`src/design/lcf_pkg.sv`:
```
// Shared types, constants and the CRC-32 byte update for the length/CRC-32 framer.
// Depends on nothing; the core, the sequencer and the output register import it.
package lcf_pkg;

	localparam logic [31:0] CRC_POLY = 32'h04C11DB7;
	localparam logic [31:0] CRC_INIT = 32'h0000_0000;

	// One input word: a payload byte with its frame marks and header length.
	typedef struct packed {
		logic [7:0]  data_byte;
		logic        first_byte;
		logic        last_byte;
		logic [15:0] frame_length;
	} item_t;

	// One output word of the framed stream.
	typedef struct packed {
		logic [7:0] out_byte;
		logic       run_end;
		logic       frame_end;
	} result_t;

	// Which byte of the current item goes out next.
	typedef enum logic [2:0] {
		PH_LEN_HI,
		PH_LEN_LO,
		PH_DATA,
		PH_CRC3,
		PH_CRC2,
		PH_CRC1,
		PH_CRC0
	} phase_t;

	// MSB-first CRC-32 update by one byte, no reflection.
	function automatic logic [31:0] crc_feed(input logic [31:0] crc, input logic [7:0] b);
		logic [31:0] c;
		c = crc ^ {b, 24'h00_0000};
		for (int i = 0; i < 8; i++) begin
			c = c[31] ? ((c << 1) ^ CRC_POLY) : (c << 1);
		end
		return c;
	endfunction

endpackage

```
`src/design/lcf_item_if.sv`:
```
// Input channel of the framer: valid/ready handshake carrying one payload word.
// Depends on nothing.
interface lcf_item_if;
	logic        valid;
	logic        ready;
	logic [7:0]  data_byte;
	logic        first_byte;
	logic        last_byte;
	logic [15:0] frame_length;

	modport source (output valid, output data_byte, output first_byte,
		output last_byte, output frame_length, input ready);
	modport sink (input valid, input data_byte, input first_byte,
		input last_byte, input frame_length, output ready);
endinterface

```
`src/design/lcf_result_if.sv`:
```
// Output channel of the framer: valid/ready handshake carrying one framed byte.
// Depends on nothing.
interface lcf_result_if;
	logic       valid;
	logic       ready;
	logic [7:0] out_byte;
	logic       run_end;
	logic       frame_end;

	modport source (output valid, output out_byte, output run_end,
		output frame_end, input ready);
	modport sink (input valid, input out_byte, input run_end,
		input frame_end, output ready);
endinterface

```
`src/design/length_crc32_framer_core.sv`:
```
// Top level of the length-prefixed CRC-32 framer.
// Depends on lcf_pkg, lcf_item_if, lcf_result_if, lcf_sequencer and lcf_out_reg.
//
// Usage:
//   payload: input words, one payload byte each, with first_byte/last_byte marks;
//            frame_length is read on the first byte of a frame.
//   framed:  output words, one frame byte each: two length bytes (high first) on a
//            first byte, the payload byte, and four CRC-32 bytes (high first) after
//            a last byte. run_end marks the final byte produced by each input word,
//            frame_end the final CRC byte.
//   The CRC (poly 04C11DB7, MSB first, init 0, no final xor) covers length and
//   payload bytes; a first byte restarts it, the end of a trailer clears it.
// Timing:
//   One output byte per cycle while the receiver is ready. An input word yields 1 to
//   7 bytes; plain payload words go through at one per cycle while the receiver is
//   ready. An accepted input word reaches the output through the sequencer holding
//   register, then the output register.
// Reset clears the CRC and empties both stages. When the receiver stalls, the
// output register holds its word, the sequencer holds its phase and CRC, and
// payload.ready drops once the sequencer has a word it cannot finish.
module length_crc32_framer_core (
	input  logic      clk,
	input  logic      arst_n,
	lcf_item_if.sink  payload,
	lcf_result_if.source framed
);
	import lcf_pkg::*;

	item_t   item;
	result_t seq_word;
	result_t out_word;
	logic    seq_valid;
	logic    seq_ready;

	assign item.data_byte    = payload.data_byte;
	assign item.first_byte   = payload.first_byte;
	assign item.last_byte    = payload.last_byte;
	assign item.frame_length = payload.frame_length;

	lcf_sequencer u_seq (
		.clk        (clk),
		.arst_n     (arst_n),
		.in_valid   (payload.valid),
		.in_ready   (payload.ready),
		.in_item    (item),
		.emit_valid (seq_valid),
		.emit_ready (seq_ready),
		.emit       (seq_word)
	);

	lcf_out_reg u_out (
		.clk      (clk),
		.arst_n   (arst_n),
		.up_valid (seq_valid),
		.up_ready (seq_ready),
		.up_word  (seq_word),
		.dn_valid (framed.valid),
		.dn_ready (framed.ready),
		.dn_word  (out_word)
	);

	assign framed.out_byte  = out_word.out_byte;
	assign framed.run_end   = out_word.run_end;
	assign framed.frame_end = out_word.frame_end;

endmodule

```
`src/design/lcf_sequencer.sv`:
```
// Holds the current input word, steps through its header, payload and CRC bytes,
// and keeps the running CRC-32. Depends on lcf_pkg.
module lcf_sequencer (
	input  logic             clk,
	input  logic             arst_n,
	input  logic             in_valid,
	output logic             in_ready,
	input  lcf_pkg::item_t   in_item,
	output logic             emit_valid,
	input  logic             emit_ready,
	output lcf_pkg::result_t emit
);
	import lcf_pkg::*;

	item_t       item_q;
	logic        busy_q;
	phase_t      phase_q;
	logic [31:0] crc_q;

	phase_t      phase_d;
	logic        busy_d;
	logic [31:0] crc_upd;
	logic        emit_fire;
	logic        in_fire;

	// Output decode: byte for the current phase and the CRC it leaves behind.
	always_comb begin
		emit.out_byte  = item_q.data_byte;
		emit.run_end   = 1'b0;
		emit.frame_end = 1'b0;
		crc_upd        = crc_q;
		unique case (phase_q)
			PH_LEN_HI: begin
				emit.out_byte = item_q.frame_length[15:8];
				crc_upd       = crc_feed(CRC_INIT, item_q.frame_length[15:8]);
			end
			PH_LEN_LO: begin
				emit.out_byte = item_q.frame_length[7:0];
				crc_upd       = crc_feed(crc_q, item_q.frame_length[7:0]);
			end
			PH_DATA: begin
				emit.out_byte = item_q.data_byte;
				emit.run_end  = ~item_q.last_byte;
				crc_upd       = crc_feed(crc_q, item_q.data_byte);
			end
			PH_CRC3: emit.out_byte = crc_q[31:24];
			PH_CRC2: emit.out_byte = crc_q[23:16];
			PH_CRC1: emit.out_byte = crc_q[15:8];
			PH_CRC0: begin
				emit.out_byte  = crc_q[7:0];
				emit.run_end   = 1'b1;
				emit.frame_end = 1'b1;
				crc_upd        = CRC_INIT;
			end
		endcase
	end

	assign emit_valid = busy_q;
	assign emit_fire  = busy_q & emit_ready;
	// Take the next word while the last byte of this one leaves.
	assign in_ready   = ~busy_q | (emit_ready & emit.run_end);
	assign in_fire    = in_valid & in_ready;

	// Next phase.
	always_comb begin
		phase_d = phase_q;
		busy_d  = busy_q;
		if (emit_fire) begin
			if (emit.run_end) begin
				busy_d = 1'b0;
			end else begin
				unique case (phase_q)
					PH_LEN_HI: phase_d = PH_LEN_LO;
					PH_LEN_LO: phase_d = PH_DATA;
					PH_DATA:   phase_d = PH_CRC3;
					PH_CRC3:   phase_d = PH_CRC2;
					PH_CRC2:   phase_d = PH_CRC1;
					PH_CRC1:   phase_d = PH_CRC0;
					PH_CRC0:   phase_d = PH_CRC0;
				endcase
			end
		end
		if (in_fire) begin
			busy_d  = 1'b1;
			phase_d = in_item.first_byte ? PH_LEN_HI : PH_DATA;
		end
	end

	always_ff @(posedge clk or negedge arst_n) begin
		if (!arst_n) begin
			busy_q  <= 1'b0;
			phase_q <= PH_DATA;
			crc_q   <= CRC_INIT;
		end else begin
			busy_q  <= busy_d;
			phase_q <= phase_d;
			if (emit_fire) begin
				crc_q <= crc_upd;
			end
		end
	end

	always_ff @(posedge clk) begin
		if (in_fire) begin
			item_q <= in_item;
		end
	end

	a_crc_cleared: assert property (@(posedge clk) disable iff (!arst_n)
		(emit_fire && phase_q == PH_CRC0) |=> (crc_q == CRC_INIT))
		else $error("crc not cleared after trailer");

	a_frame_end_closes_run: assert property (@(posedge clk) disable iff (!arst_n)
		(emit_valid && emit.frame_end) |-> emit.run_end)
		else $error("frame_end without run_end");

	a_stall_holds: assert property (@(posedge clk) disable iff (!arst_n)
		(busy_q && !emit_ready) |=> ($stable(phase_q) && $stable(crc_q) && busy_q))
		else $error("sequencer moved while stalled");

	a_header_order: assert property (@(posedge clk) disable iff (!arst_n)
		(emit_fire && phase_q == PH_LEN_HI) |=> (busy_q && phase_q == PH_LEN_LO))
		else $error("length low byte did not follow high byte");

endmodule

```
`src/design/lcf_out_reg.sv`:
```
// Output register between the sequencer and the result channel.
// Depends on lcf_pkg.
module lcf_out_reg (
	input  logic             clk,
	input  logic             arst_n,
	input  logic             up_valid,
	output logic             up_ready,
	input  lcf_pkg::result_t up_word,
	output logic             dn_valid,
	input  logic             dn_ready,
	output lcf_pkg::result_t dn_word
);
	import lcf_pkg::*;

	logic    valid_q;
	result_t word_q;

	// Load when empty or when the held word leaves this cycle.
	assign up_ready = ~valid_q | dn_ready;
	assign dn_valid = valid_q;
	assign dn_word  = word_q;

	always_ff @(posedge clk or negedge arst_n) begin
		if (!arst_n) begin
			valid_q <= 1'b0;
		end else if (up_ready) begin
			valid_q <= up_valid;
		end
	end

	always_ff @(posedge clk) begin
		if (up_ready && up_valid) begin
			word_q <= up_word;
		end
	end

endmodule
```
`src/flat_wrapper.sv`:
```
// flat-port wrapper written by rule: the top's interface ports become plain ports
module length_crc32_framer_core_flat import lcf_pkg::*;
  (clk, arst_n, payload_valid, payload_data_byte, payload_first_byte, payload_last_byte, payload_frame_length, payload_ready, framed_valid, framed_out_byte, framed_run_end, framed_frame_end, framed_ready);
  lcf_item_if payload_i ();
  lcf_result_if framed_i ();
  input  logic clk;
  input  logic arst_n;
  input wire logic [$bits(payload_i.valid)-1:0] payload_valid;
  input wire logic [$bits(payload_i.data_byte)-1:0] payload_data_byte;
  input wire logic [$bits(payload_i.first_byte)-1:0] payload_first_byte;
  input wire logic [$bits(payload_i.last_byte)-1:0] payload_last_byte;
  input wire logic [$bits(payload_i.frame_length)-1:0] payload_frame_length;
  output wire logic [$bits(payload_i.ready)-1:0] payload_ready;
  output wire logic [$bits(framed_i.valid)-1:0] framed_valid;
  output wire logic [$bits(framed_i.out_byte)-1:0] framed_out_byte;
  output wire logic [$bits(framed_i.run_end)-1:0] framed_run_end;
  output wire logic [$bits(framed_i.frame_end)-1:0] framed_frame_end;
  input wire logic [$bits(framed_i.ready)-1:0] framed_ready;
  assign payload_i.valid = payload_valid;
  assign payload_i.data_byte = payload_data_byte;
  assign payload_i.first_byte = payload_first_byte;
  assign payload_i.last_byte = payload_last_byte;
  assign payload_i.frame_length = payload_frame_length;
  assign payload_ready = payload_i.ready;
  assign framed_valid = framed_i.valid;
  assign framed_out_byte = framed_i.out_byte;
  assign framed_run_end = framed_i.run_end;
  assign framed_frame_end = framed_i.frame_end;
  assign framed_i.ready = framed_ready;
  length_crc32_framer_core u_core (.clk(clk), .arst_n(arst_n), .payload(payload_i), .framed(framed_i));
endmodule
```
`config.mk`:
```
export PLATFORM = sky130hd
export DESIGN_NAME = length_crc32_framer_core_flat
export DESIGN_NICKNAME = d
export VERILOG_FILES = /design/src/design/lcf_pkg.sv /design/src/design/lcf_item_if.sv /design/src/design/lcf_result_if.sv /design/src/design/length_crc32_framer_core.sv /design/src/design/lcf_sequencer.sv /design/src/design/lcf_out_reg.sv /design/src/flat_wrapper.sv
export SDC_FILE = /design/constraint.sdc
export NUM_CORES = 1
export LEC_CHECK = 0
export ABC_AREA = 1
export BUFFER_PORTS_ARGS = -buffer_cell sky130_fd_sc_hd__buf_2
export CORE_AREA = 8 8 134 136
export DETAILED_ROUTE_END_ITERATION = 7
export DIE_AREA = 0 0 142 144
export GPL_TIMING_DRIVEN = 0
export HOLD_SLACK_MARGIN = 0.08
export PLACE_DENSITY = 0.57
export SYNTH_ARGS = -nofsm -noshare
export SYNTH_HDL_FRONTEND = slang
export SYNTH_SLANG_ARGS = --single-unit
```
`constraint.sdc`:
```
create_clock -name clk -period 3.21 [get_ports clk]
set_clock_uncertainty 0.2 [all_clocks]
set_input_delay 0.963 -clock clk [delete_from_list [all_inputs] [get_ports clk]]
set_output_delay 0.963 -clock clk [all_outputs]
set_load 0.1 [all_outputs]
```
==> flow_summary.ini <==
[sta]
tightest_slew_ps = 1040
setup_ws_ps = 117
finalCritPeriodShare_pct = 96.4
min_period_ps = 3090
rsz0062_at_grt = false
final-hold-violation-count = 0
setup_viol = 0
slew_headroom_pct = 30.7
max_freq_ghz = 0.323
maxSlewViolCount = 0
finalSetupTns_ps = 0

[floorplan]
die-width_um = 142
core_area_sq_mm = 0.0161
die-area_sq_mm = 0.0204
ios = 42
die_h_um = 144
rows = 47
start_util_pct = 38.8

[critical_path]
crit_family = flip-flops
rr_worst_depth = 7
r2r_slack_ps = 200
cp_max_fo = 6
worstReg2RegEnd = u_core.u_out.dn_word[5]$_DFFE_PP_
critPathCaptureType = output pin
path_class = register to output pin
cp_cell_sequence = ha_1 > nand3_1 > o21ai_4 > buf_4
max_stage_delay_ps = 590
crit_path_top_delay_cell = dfstp_2
startpoint_type = register
cp.arrival_ps = 1930
rr_startpoint = u_core.u_seq.phase_q[0]$_DFFE_PN0P_
cp.required_ps = 2050
critPathBufInv = 1

[synth]
netlist_area_sq_mm = 0.00622
synth_seq_cells = 72
async_flop_share_pct = 51.4
ys_types = 47
synth_edf_count = 35
yosys.area.top_type_share_pct = 20.2
yosys.area.top_type = nand2_1
ys_warn_count = 0
synth_flop_cell = dfrtp_1
avgSynthCellArea_sq_um = 6.64
ys_seq_area_share_pct = 31.8
synth_nets = 972
synth_area_leaders = nand2_1, edfxtp_1, dfrtp_1
synthCells = 937

[finish]
drive_gt1_share_pct = 14.9
area_growth_syn_to_layout_pct = 12.7
final_util_pct = 43.7
final_cell_area_sq_mm = 0.00702
layout_common_cells = nand2_1, inv_1, nand3_1
layout_commonest_cell = nand2_1
antenna_cells = 0
fin_nets = 1024

[placed_design]
gp_congestion = 1.03
hpwl_mm = 17.6
placed_cell_area_sq_mm = 0.00671
dpl_worst_slack_ps = 122
io_buffers = 41

[hold_path]
whs_path_depth = 2
hold_end = u_core.u_seq.crc_q[1]$_DFFE_PN0P_
hp-start = u_core.u_seq.crc_q[1]$_DFFE_PN0P_
min_path_type = register to register

[global_route]
overflow = 0
grt_max_degree = 38
antenna_found_initial = 1
track_usage_pct = 23.4
first_global_vias = 5931
grt_pass1_wl_mm = 35.2

[flow_run]
cap_viol_max_count = 0

[clocking]
clock_path_buffers = 2
path_clk_slew_ps = 70
htreeDepth = 3
cts_root_buf = clkbuf_16
hold_buffers = 0
insertion_delay_ps = 350
cts.sinks = 72
cts_inserted_buffers = 9
tritoncts = yes

[routing]
vias = 6420
drt-initial-drc-count = 737
wl_per_cell_um = 19.1
totalWireLength_mm = 23.2
drt_pass1_iterations = 5
antenna_left = 0
drc = 0
viasPerCell = 5.29

[run_status]
status = finished clean
## repair_timing
item / 4_1_cts / 5_1_grt
endpoints found under the setup margin: 1 / 4
gates resized for setup: 1 / 5
hold endpoints to repair: 0 / 0
setup buffers: 0 / 0
## Yosys cell counts, types with 2 or more instances
| cell type | count |
|---|---|
| or2_2 | 3 |
| o21ai_1 | 3 |
| edfxtp_1 | 35 |
| xnor2_1 | 11 |
| dfrtp_1 | 36 |
| inv_2 | 11 |
| ha_1 | 5 |
| nand3b_1 | 2 |
| o21ai_0 | 55 |
| clkbuf_1 | 3 |
| o211ai_1 | 3 |
| a21oi_1 | 27 |
| nand2_2 | 33 |
| inv_4 | 2 |
| xor2_1 | 43 |
| buf_2 | 14 |
| nand3_1 | 78 |
| nor2_1 | 70 |
| xor2_2 | 4 |
| o32ai_1 | 3 |
| o22ai_1 | 20 |
| nand2_4 | 8 |
| xnor2_2 | 2 |
| buf_4 | 4 |
| a2111oi_0 | 4 |
| nand2_1 | 335 |
| nor3_1 | 4 |
| nand2b_1 | 2 |
| inv_1 | 97 |
| a31oi_1 | 3 |
## cell type report
type                       count  area, sq um
fill                        1705         9040
clock inverter                 6         50.0
tap                          220          275
inverter                     111          425
buffer                        22          115
sequential                    72         1980
clock buffer                  10          239
multi-input combinational    732         3730
timing repair buffer          41          208
## registers in the layout, indices dropped and copies added (netlist names)
register	flops
u_core.u_seq.crc_q	32
u_core.u_seq.emit_valid	1
u_core.u_seq.item_q	25
u_core.u_out.dn_valid	1
u_core.u_out.dn_word	10
u_core.u_seq.phase_q	3
## metrics by stage
step	std cells	hold WS, ps
floorplan	937	267
detailed placement	1198	303
global route	1214	373
global placement	1198	290
finish	1214	322
CTS	1214	318
## tightest hold or removal path: stages (launching register included)
cell and delay, ps:
dfrtp_1 350, o21ai_0 90, inv_1 50
## routing by layer
| layer | GRT usage (%) | routed length (um) | share of wire (%) |
|---|---|---|---|
| met4 | 12.3 | 1170 | 5.0 |
| met5 | 0 | 10 | 0.043 |
| met1 | 30.3 | 9920 | 43 |
| met2 | 36.2 | 10100 | 44 |
| met3 | 4.75 | 1990 | 8.5 |
## worst max-delay path by stage
stage / cells past startpoint / startpoint / endpoint / slack [ps]
floorplan: 8 / framed_ready / u_core.u_seq.phase_q[1]$_DFFE_PN1P_ / 170
global placement: 9 / u_core.u_seq.phase_q[1]$_DFFE_PN1P_ / u_core.u_out.dn_word[4]$_DFFE_PP_ / 90
detailed placement: 9 / u_core.u_seq.phase_q[1]$_DFFE_PN1P_ / u_core.u_out.dn_word[4]$_DFFE_PP_ / 120
CTS: 9 / u_core.u_seq.phase_q[1]$_DFFE_PN1P_ / u_core.u_out.dn_word[4]$_DFFE_PP_ / 80
global route: 5 / u_core.u_seq.phase_q[0]$_DFFE_PN0P_ / payload_ready / 20
finish: 4 / u_core.u_seq.phase_q[1]$_DFFE_PN1P_ / payload_ready / 120
## cells by family (layout without fill, tap and decap cells)
group           count (synthesis)  after routing  synth area share, %
buf+inv                       133            190                 8.62
fa+ha+maj                       5              5                 1.01
simple gates                  542            542                 37.7
flops                          72             72                 31.8
compound gates                124            124                 11.3
xor+xnor                       61             61                 9.61
Power is left out: the tool's default activity adds up to more than one toggle a clock period on the data nets, which glitch-free logic cannot reach.
